--- src/rtl/core/ipv4rt_pkg.sv ---
// ----------------------------------------------------------------------------
// IPv4 reassembly tracker package
// Shared types and constants for the reassembly context tracker.
// ----------------------------------------------------------------------------
package ipv4rt_pkg;

    localparam int unsigned LEN_W = 17;
    localparam logic [LEN_W-1:0] BYTES_MAX = 17'h1FFFF;
    localparam int unsigned TTL_SHIFT = 4;
    localparam int unsigned OFFS_SHIFT = 3;

    typedef enum logic [2:0] {
        ST_DROPPED  = 3'd0,
        ST_HELD     = 3'd1,
        ST_COMPLETE = 3'd2,
        ST_NO_FREE  = 3'd3,
        ST_TICK     = 3'd4
    } status_t;

    localparam logic CFG_ENABLE   = 1'b0;
    localparam logic CFG_LIFETIME = 1'b1;

    typedef struct packed {
        logic        action;
        logic [31:0] source_address;
        logic [31:0] dest_address;
        logic [15:0] datagram_ident;
        logic [7:0]  protocol_number;
        logic [12:0] offset_units;
        logic        more_fragments;
        logic        dont_fragment;
        logic [7:0]  hop_ttl;
        logic [15:0] payload_len;
    } item_in_t;

    typedef struct packed {
        logic [2:0]  status;
        logic [3:0]  slot;
        logic [16:0] datagram_len;
        logic [4:0]  expired_count;
    } item_out_t;

    typedef struct packed {
        logic capture;
        logic scan;
        logic update;
        logic emit;
    } ctrl_cmd_t;

    typedef struct packed {
        logic scan_last;
    } ctrl_sts_t;

endpackage

--- src/rtl/core/ipv4rt_ctrl.sv ---
// ----------------------------------------------------------------------------
// IPv4 reassembly tracker controller
// Sequences capture, table scan, update and result for each item.
// ----------------------------------------------------------------------------
module ipv4rt_ctrl (
    input  logic                   clk,
    input  logic                   rst_n,
    input  logic                   start,
    output logic                   busy,
    output ipv4rt_pkg::ctrl_cmd_t  cmd,
    input  ipv4rt_pkg::ctrl_sts_t  sts
);
    import ipv4rt_pkg::*;

    typedef enum logic [3:0] {
        S_IDLE   = 4'b0001,
        S_SCAN   = 4'b0010,
        S_UPDATE = 4'b0100,
        S_EMIT   = 4'b1000
    } state_t;

    state_t state_reg, state_next;

    always_comb
    begin
        state_next = state_reg;
        case (state_reg)
            S_IDLE:   if (start) state_next = S_SCAN;
            S_SCAN:   if (sts.scan_last) state_next = S_UPDATE;
            S_UPDATE: state_next = S_EMIT;
            S_EMIT:   state_next = S_IDLE;
            default:  state_next = S_IDLE;
        endcase
    end

    always_ff @(posedge clk or negedge rst_n)
    begin
        if (!rst_n)
            state_reg <= S_IDLE;
        else
            state_reg <= state_next;
    end

    assign busy        = (state_reg != S_IDLE);
    assign cmd.capture = (state_reg == S_IDLE) && start;
    assign cmd.scan    = (state_reg == S_SCAN);
    assign cmd.update  = (state_reg == S_UPDATE);
    assign cmd.emit    = (state_reg == S_EMIT);

`ifndef SYNTHESIS
    a_onehot: assert property (@(posedge clk) disable iff (!rst_n) $onehot(state_reg))
        else $error("controller state not one-hot");
    a_emit_after_update: assert property (@(posedge clk) disable iff (!rst_n)
        cmd.update |=> cmd.emit) else $error("update not followed by emit");
    a_scan_from_start: assert property (@(posedge clk) disable iff (!rst_n)
        cmd.capture |=> cmd.scan) else $error("capture not followed by scan");
`endif
endmodule

--- src/rtl/core/ipv4rt_dp.sv ---
// ----------------------------------------------------------------------------
// IPv4 reassembly tracker datapath
// Context table, sequential match and free search, update and result.
// ----------------------------------------------------------------------------
module ipv4rt_dp #(
    parameter int unsigned CONTEXTS = 16
) (
    input  logic                   clk,
    input  logic                   rst_n,
    input  logic                   cfg_we,
    input  logic                   cfg_index,
    input  logic [7:0]             cfg_data,
    input  ipv4rt_pkg::item_in_t   in_item,
    input  ipv4rt_pkg::ctrl_cmd_t  cmd,
    output ipv4rt_pkg::ctrl_sts_t  sts,
    output logic                   done,
    output ipv4rt_pkg::item_out_t  out_item
);
    import ipv4rt_pkg::*;

    localparam int unsigned IW = (CONTEXTS > 1) ? $clog2(CONTEXTS) : 1;
    localparam int unsigned CW = $clog2(CONTEXTS + 1);

    logic              enable_reg;
    logic [7:0]        init_life_reg;
    item_in_t          item_reg;

    logic [CONTEXTS-1:0] valid_reg;
    logic [31:0]       src_mem  [CONTEXTS];
    logic [31:0]       dst_mem  [CONTEXTS];
    logic [15:0]       id_mem   [CONTEXTS];
    logic [7:0]        pr_mem   [CONTEXTS];
    logic [LEN_W-1:0]  bytes_mem[CONTEXTS];
    logic [LEN_W-1:0]  end_mem  [CONTEXTS];
    logic [7:0]        life_mem [CONTEXTS];
    logic              last_mem [CONTEXTS];

    logic [IW-1:0]     idx_reg;
    logic              hit_reg, free_reg;
    logic [IW-1:0]     hit_idx_reg, free_idx_reg;
    logic [4:0]        exp_reg;
    item_out_t         out_reg;
    logic              done_reg;

    logic              key_eq;
    logic              is_frag;
    assign is_frag = !item_reg.action && enable_reg && !item_reg.dont_fragment;
    assign key_eq  = valid_reg[idx_reg] && src_mem[idx_reg] == item_reg.source_address
                   && dst_mem[idx_reg] == item_reg.dest_address
                   && id_mem[idx_reg] == item_reg.datagram_ident
                   && pr_mem[idx_reg] == item_reg.protocol_number;
    assign sts.scan_last = (CW'(idx_reg) == CW'(CONTEXTS - 1));

    always_ff @(posedge clk or negedge rst_n)
    begin
        if (!rst_n)
        begin
            enable_reg    <= 1'b1;
            init_life_reg <= 8'd15;
        end
        else if (cfg_we)
        begin
            case (cfg_index)
                CFG_ENABLE:   enable_reg    <= cfg_data[0];
                CFG_LIFETIME: init_life_reg <= cfg_data;
                default:      ;
            endcase
        end
    end

    logic [IW-1:0]    us;
    logic             ualloc;
    logic [LEN_W-1:0] ubytes0, uend0, usum, ubytes, uend, fend;
    logic [7:0]       ulife0, nlife;
    logic             ulast, ucomp;
    always_comb
    begin
        ualloc  = !hit_reg;
        us      = hit_reg ? hit_idx_reg : free_idx_reg;
        ubytes0 = ualloc ? '0 : bytes_mem[us];
        uend0   = ualloc ? '0 : end_mem[us];
        ulife0  = ualloc ? init_life_reg : life_mem[us];
        nlife   = 8'(item_reg.hop_ttl >> TTL_SHIFT);
        usum    = ubytes0 + LEN_W'(item_reg.payload_len);
        ubytes  = (usum < ubytes0) ? BYTES_MAX : usum;
        fend    = (LEN_W'(item_reg.offset_units) << OFFS_SHIFT)
                + LEN_W'(item_reg.payload_len);
        uend    = (fend > uend0) ? fend : uend0;
        ulast   = (ualloc ? 1'b0 : last_mem[us]) || !item_reg.more_fragments;
        ucomp   = ulast && (ubytes == uend);
    end

    always_ff @(posedge clk)
    begin
        if (cmd.capture)
            item_reg <= in_item;
        if (cmd.update && is_frag && (hit_reg || free_reg))
        begin
            src_mem[us]   <= item_reg.source_address;
            dst_mem[us]   <= item_reg.dest_address;
            id_mem[us]    <= item_reg.datagram_ident;
            pr_mem[us]    <= item_reg.protocol_number;
            bytes_mem[us] <= ubytes;
            end_mem[us]   <= uend;
            life_mem[us]  <= (nlife > ulife0) ? nlife : ulife0;
            last_mem[us]  <= ulast;
        end
        if (cmd.scan && item_reg.action && valid_reg[idx_reg] && life_mem[idx_reg] != 8'd0)
            life_mem[idx_reg] <= life_mem[idx_reg] - 8'd1;
        if (cmd.update)
        begin
            if (item_reg.action)
                out_reg <= '{ST_TICK, 4'd0, '0, exp_reg};
            else if (!is_frag)
                out_reg <= '{ST_DROPPED, 4'd0, '0, 5'd0};
            else if (!(hit_reg || free_reg))
                out_reg <= '{ST_NO_FREE, 4'd0, '0, 5'd0};
            else
                out_reg <= '{ucomp ? ST_COMPLETE : ST_HELD, 4'(us), uend, 5'd0};
        end
    end

    always_ff @(posedge clk or negedge rst_n)
    begin
        if (!rst_n)
        begin
            valid_reg    <= '0;
            idx_reg      <= '0;
            hit_reg      <= 1'b0;
            free_reg     <= 1'b0;
            hit_idx_reg  <= '0;
            free_idx_reg <= '0;
            exp_reg      <= '0;
            done_reg     <= 1'b0;
        end
        else
        begin
            done_reg <= cmd.update;
            if (cmd.capture)
            begin
                idx_reg  <= '0;
                hit_reg  <= 1'b0;
                free_reg <= 1'b0;
                exp_reg  <= '0;
            end
            if (cmd.scan)
            begin
                idx_reg <= sts.scan_last ? '0 : idx_reg + 1'b1;
                if (item_reg.action)
                begin
                    if (valid_reg[idx_reg] && life_mem[idx_reg] == 8'd0)
                    begin
                        valid_reg[idx_reg] <= 1'b0;
                        if (exp_reg != 5'd31)
                            exp_reg <= exp_reg + 5'd1;
                    end
                end
                else
                begin
                    if (key_eq && !hit_reg)
                    begin
                        hit_reg     <= 1'b1;
                        hit_idx_reg <= idx_reg;
                    end
                    if (!valid_reg[idx_reg] && !free_reg)
                    begin
                        free_reg     <= 1'b1;
                        free_idx_reg <= idx_reg;
                    end
                end
            end
            if (cmd.update && is_frag && (hit_reg || free_reg))
                valid_reg[us] <= !ucomp;
        end
    end

    assign done     = done_reg;
    assign out_item = out_reg;

`ifndef SYNTHESIS
    a_done_after_update: assert property (@(posedge clk) disable iff (!rst_n)
        cmd.update |=> done) else $error("result missing after update");
    a_tick_zero_slot: assert property (@(posedge clk) disable iff (!rst_n)
        done && out_item.status == ST_TICK |-> out_item.slot == 4'd0)
        else $error("tick result carries a slot");
    a_frag_no_expire: assert property (@(posedge clk) disable iff (!rst_n)
        done && out_item.status != ST_TICK |-> out_item.expired_count == 5'd0)
        else $error("fragment result carries an expiry count");
`endif
endmodule

--- src/rtl/core/ipv4_reassembly_tracker.sv ---
// ----------------------------------------------------------------------------
// IPv4 reassembly tracker
// Tracks IPv4 fragment reassembly contexts and reports completion.
// ----------------------------------------------------------------------------
// Usage: raise start with an item on item_in while busy is low; the item is
// taken at that edge and busy stays high until the result has been shown.
// Each item gives exactly one result on item_out, marked by done for one
// cycle; the receiver cannot stall, so the result must be taken then.
// After acceptance the block scans the table sequentially, one context at
// a time, then performs the update, then shows the result with done.
// The next item may be started in the cycle after done.
// Configuration: cfg_we, cfg_index and cfg_data write register 0 (enable)
// or register 1 (initial lifetime); the user must do so only while the block
// is idle, which the block does not enforce. Reset clears all contexts,
// sets enable to 1 and the initial lifetime to 15, and leaves the block idle.
// ----------------------------------------------------------------------------
module ipv4_reassembly_tracker #(
    parameter int unsigned CONTEXTS = 16
) (
    input  logic                  clk,
    input  logic                  rst_n,
    input  logic                  start,
    output logic                  busy,
    input  ipv4rt_pkg::item_in_t  item_in,
    output logic                  done,
    output ipv4rt_pkg::item_out_t item_out,
    input  logic                  cfg_we,
    input  logic                  cfg_index,
    input  logic [7:0]            cfg_data
);
    import ipv4rt_pkg::*;

    ctrl_cmd_t cmd;
    ctrl_sts_t sts;

    ipv4rt_ctrl u_ctrl (
        .clk   (clk),
        .rst_n (rst_n),
        .start (start),
        .busy  (busy),
        .cmd   (cmd),
        .sts   (sts)
    );

    ipv4rt_dp #(.CONTEXTS(CONTEXTS)) u_dp (
        .clk       (clk),
        .rst_n     (rst_n),
        .cfg_we    (cfg_we),
        .cfg_index (cfg_index),
        .cfg_data  (cfg_data),
        .in_item   (item_in),
        .cmd       (cmd),
        .sts       (sts),
        .done      (done),
        .out_item  (item_out)
    );
endmodule
--- config.mk ---
export PLATFORM = sky130hd
export DESIGN_NAME = ipv4_reassembly_tracker
export DESIGN_NICKNAME = d
export VERILOG_FILES = /design/src/rtl/core/ipv4rt_pkg.sv /design/src/rtl/core/ipv4rt_ctrl.sv /design/src/rtl/core/ipv4rt_dp.sv /design/src/rtl/core/ipv4_reassembly_tracker.sv
export SDC_FILE = /design/constraint.sdc
export NUM_CORES = 2
export LEC_CHECK = 0
export BUFFER_PORTS_ARGS = -buffer_cell sky130_fd_sc_hd__clkbuf_2
export CAP_MARGIN = 20
export CORE_MARGIN = 4
export CORE_UTILIZATION = 60
export DETAILED_ROUTE_END_ITERATION = 8
export PLACE_DENSITY = 0.76
export SKIP_LAST_GASP = 1
export SLEW_MARGIN = 25
export SYNTH_ARGS = -nofsm -noshare
export SYNTH_HDL_FRONTEND = slang
export SYNTH_SLANG_ARGS = --single-unit
export TNS_END_PERCENT = 20
--- constraint.sdc ---
create_clock -name clk -period 16 [get_ports clk]
set_clock_uncertainty 0.15 [all_clocks]
set_input_delay 0.8 -clock clk [delete_from_list [all_inputs] [get_ports clk]]
set_output_delay 0.8 -clock clk [all_outputs]
set_load 0.1 [all_outputs]
==> reports/qor.csv <==
stage,metric,value,unit
power_and_ir_drop,Pwr Total,15.48,mW
critical_path,CP arrival,11.41,ns
power_and_ir_drop,PD cells,149.5,mW/mm^2
critical_path,kind of critical path,reg -> reg,
clock_tree,CTS tree,built,
cells_and_area,Top Registers,"u_dp.dst_mem x512, u_dp.src_mem x512",
clock_tree,clk slew on worst S/H paths,0.06,ns
logic_synthesis,Post-synth ARST share,2.132,%
clock_tree,# clock sinks,2298,
cells_and_area,FILL cells,9161,
global_routing,first-pass GRT wire length,326500,um
status,status,"complete, no violations",
cells_and_area,final instance area,0.1036,mm^2
floorplanning,CORE AREA,0.1523,mm^2
sta,Rel. slew slack,25.21,%
sta,final setup fails,0,
logic_synthesis,"Avg Cell Area, Syn",20.83,um^2
floorplanning,io pins,172,
power_and_ir_drop,P_sw,4.166,mW
logic_synthesis,#FFs+latches synth,2298,
placed_design,Port-buffer cells,167,
logic_synthesis,Synth area leader,edfxtp_1,
critical_path,CP required,16.51,ns
global_routing,global route total overflow,0,
global_routing,Tot GR Track Use,28.31,%
global_routing,antenna violations before repair,3,
power_and_ir_drop,VDD IR max,0.1189,mV
sta,Worst-Margin Slew,1.122,ns
logic_synthesis,Netlist cell types,92,
sta,highest clock rate,91.78,MHz
clock_tree,CTS root buffer,clkbuf_16,
critical_path,Startpoint Class,register,
logic_synthesis,Yosys Warn Count,0,
critical_path,CP peak stage delay,0.79,ns
placed_design,Placed Cells,6493,
sta,fin crit period,10.90,ns
logic_synthesis,predominant post-synthesis flop cell,edfxtp_1,
sta,Setup TNS,0,ns
logic_synthesis,synth top area cells,"edfxtp_1 (73%), mux4_2 (15%), dfrtp_1 (1.2%), ha_1 (0.95%), nand2_1 (0.94%)",
drt,vias after detailed routing,47230,
sta,Tcrit/Tclk final,68.10,%
power_and_ir_drop,P_int,11.31,mW
cells_and_area,fin nets,4999,
sta,final max-slew violation count,0,
logic_synthesis,most frequent cell after synthesis,edfxtp_1,
worst_hold_path,Hold WC Path Type,in -> reg,
logic_synthesis,Post-synth EDFFs,2249,
critical_path,Worst Path Buf+Inv,4,
logic_synthesis,Syn Nets,4630,
global_routing,pin count of the biggest net entering global routing,118,
global_routing,vias in the first global route,47610,
logic_synthesis,Post-Syn Instances,4417,
critical_path,"CP delay by family, top",simple AND/OR/NAND/NOR gates,
power_and_ir_drop,Sequential Power Share,48.3,%
logic_synthesis,synthesized cell area,0.09201,mm^2
power_and_ir_drop,clock group share of total power,33.0,%
power_and_ir_drop,switching share of power,26.91,%
drt,DRT iter0 DRCs,6426,
critical_path,Crit Path Max Fanout,62,
job,max-cap viol count,0,
drt,First-pass DRT Iterations,6,
drt,# DRC,0,
drt,DRT antenna net count,0,
critical_path,slowest CP cell,buf_4,
placed_design,post-DP HPWL,108400,um
clock_tree,Max clock buf depth,3,
power_and_ir_drop,share of power burned in combinational logic,18.8,%
cells_and_area,synth-to-layout area growth,12.56,%
logic_synthesis,post-synthesis sequential area ratio,74.74,%
sta,Worst Hold Slack,0.04483,ns
sta,RSZ-0062 raised after global routing,no,
power_and_ir_drop,P_leak,32.89,nW
floorplanning,Starting Density,60.43,%
floorplanning,Core Rows,143,
sta,final hold violations,0,
cells_and_area,"non-filler cells, final",7001,
floorplanning,die outline width,399.6,um
cells_and_area,share of layout cells above drive strength 1,26.24,%
placed_design,GP Congestion,0.8936,
clock_tree,total CTS buffers,220,
critical_path,CP Capture Type,register,
clock_tree,H-tree Lvls,4,
floorplanning,Die Ht,399.6,um
floorplanning,die area,0.1597,mm^2
logic_synthesis,area share of the largest cell type after synthesis,73.40,%
placed_design,Post-DP Area,0.09541,mm^2
drt,Via density,6.746,
clock_tree,Worst-Skew Late Latency,0.84,ns
drt,total wire length,222400,um
drt,drt wl/cell,31.77,um
logic_synthesis,Commonest cells post-synth,"edfxtp_1 (2249), mux4_2 (627), nand2_1 (231)",
clock_tree,cts repair resizes,0,
placed cells by master, fill, tap and decap left out, drive strengths merged, types with 10 or more instances in the layout:
master       instances
a21o                21
a21oi               81
a311oi              10
a31oi               25
and2                23
and3                17
buf                 92
bufinv              16
clkbuf             446
clkinv              94
clkinvlp            11
dfrtp               43
dlygate4sd3         99
edfxtp            2249
ha                  70
inv                117
mux2                27
mux2i               45
mux4               627
nand2              234
nand2b              16
nand3              104
nand4               21
nor2                84
nor2b               10
nor3                17
nor4                28
nor4b               13
o211ai              10
o21ai               62
o221ai              12
o22a                18
o22ai               26
xnor2               35
xor2                48
logic make-up after synthesis:
group,after synthesis,synth area share [%]
muxes,699,16.21
buffers and inverters,322,1.560
xor gates and xnor gates,83,0.7901
and+or+nand+nor,594,3.118
adders and majority gates,72,0.9954
DFF,2298,74.74
AOI/OAI and AO/OA,349,2.590
through the flow:
stage / setup slack [ns] / util [%]
floorplan: 4.377 / -
global placement: 4.647 / 62.64
detailed placement: 4.630 / 62.66
CTS: 4.607 / 67.98
global route: 4.497 / 68.02
finish: 5.105 / 68.02
per-layer routing:
| layer | wire length [um] | part of all wire, % | vias to the layer above | GRT usage (%) |
|---|---|---|---|---|
| li1 | - | - | 19150 | - |
| met1 | 84040 | 38 | 24770 | 40.65 |
| met2 | 111100 | 50 | 2893 | 45.96 |
| met3 | 20670 | 9.3 | 423 | 4.477 |
| met4 | 6618 | 3.0 | 0 | 8.395 |
| met5 | 0 | 0 | - | 0 |
worst register-to-register path, delay by kind of cell (launching register included):
family          cells  cell delay, ns
fa+ha+maj           2            0.85
buf+inv             4            1.87
compound gates      8            2.41
flops               1            0.72
mux                 3            1.22
xor+xnor            1            0.30
simple gates       12            3.21
timing repair:
action,4_1_cts,5_1_grt
hold buffers,99,0
buffers inserted,0,0
endpoints found under the hold margin,106,0
final timing paths:
kind	from	to	slack (ns)	cells past startpoint
min in group asynchronous	rst_n	u_dp.exp_reg[1]	0.50	3
worst min-delay path	item_in[53]	u_dp.item_reg[53]	0.04	1
max in group asynchronous	rst_n	u_dp.idx_reg[2]	14.51	3
worst max register to register	u_dp.hit_reg	u_dp.valid_reg[13]	5.10	30
worst min register to register	u_dp.exp_reg[3]	u_dp.exp_reg[3]	0.35	1
worst max-delay path	u_dp.hit_reg	u_dp.valid_reg[13]	5.10	30
power by group through the flow:
| stage | sequential, mW | combinational (mW) | clock, mW |
|---|---|---|---|
| final | 7.47 | 2.91 | 5.10 |
| after global routing | 7.50 | 3.11 | 5.42 |
| after CTS | 7.47 | 2.91 | 5.15 |
| after detailed placement | 7.59 | 2.86 | 0 |
| after global placement | 7.57 | 2.80 | 0 |
| after floorplan | 7.45 | 2.17 | 0 |
area by class of cell:
class	instances	area (um^2)	share of cell area (%)
Multi-Input combinational cell	1797	21960	21.21
Sequential cell	2298	68780	66.42
Tap cell	2030	2540	2.452
Antenna cell	1	2.502	0.002416
Clock inverter	127	1140	1.101
Clock buffer	279	5961	5.755
Timing Repair Buffer	358	2698	2.605
Inverter	111	476.7	0.4603
(Power assumes the default switching activity.)
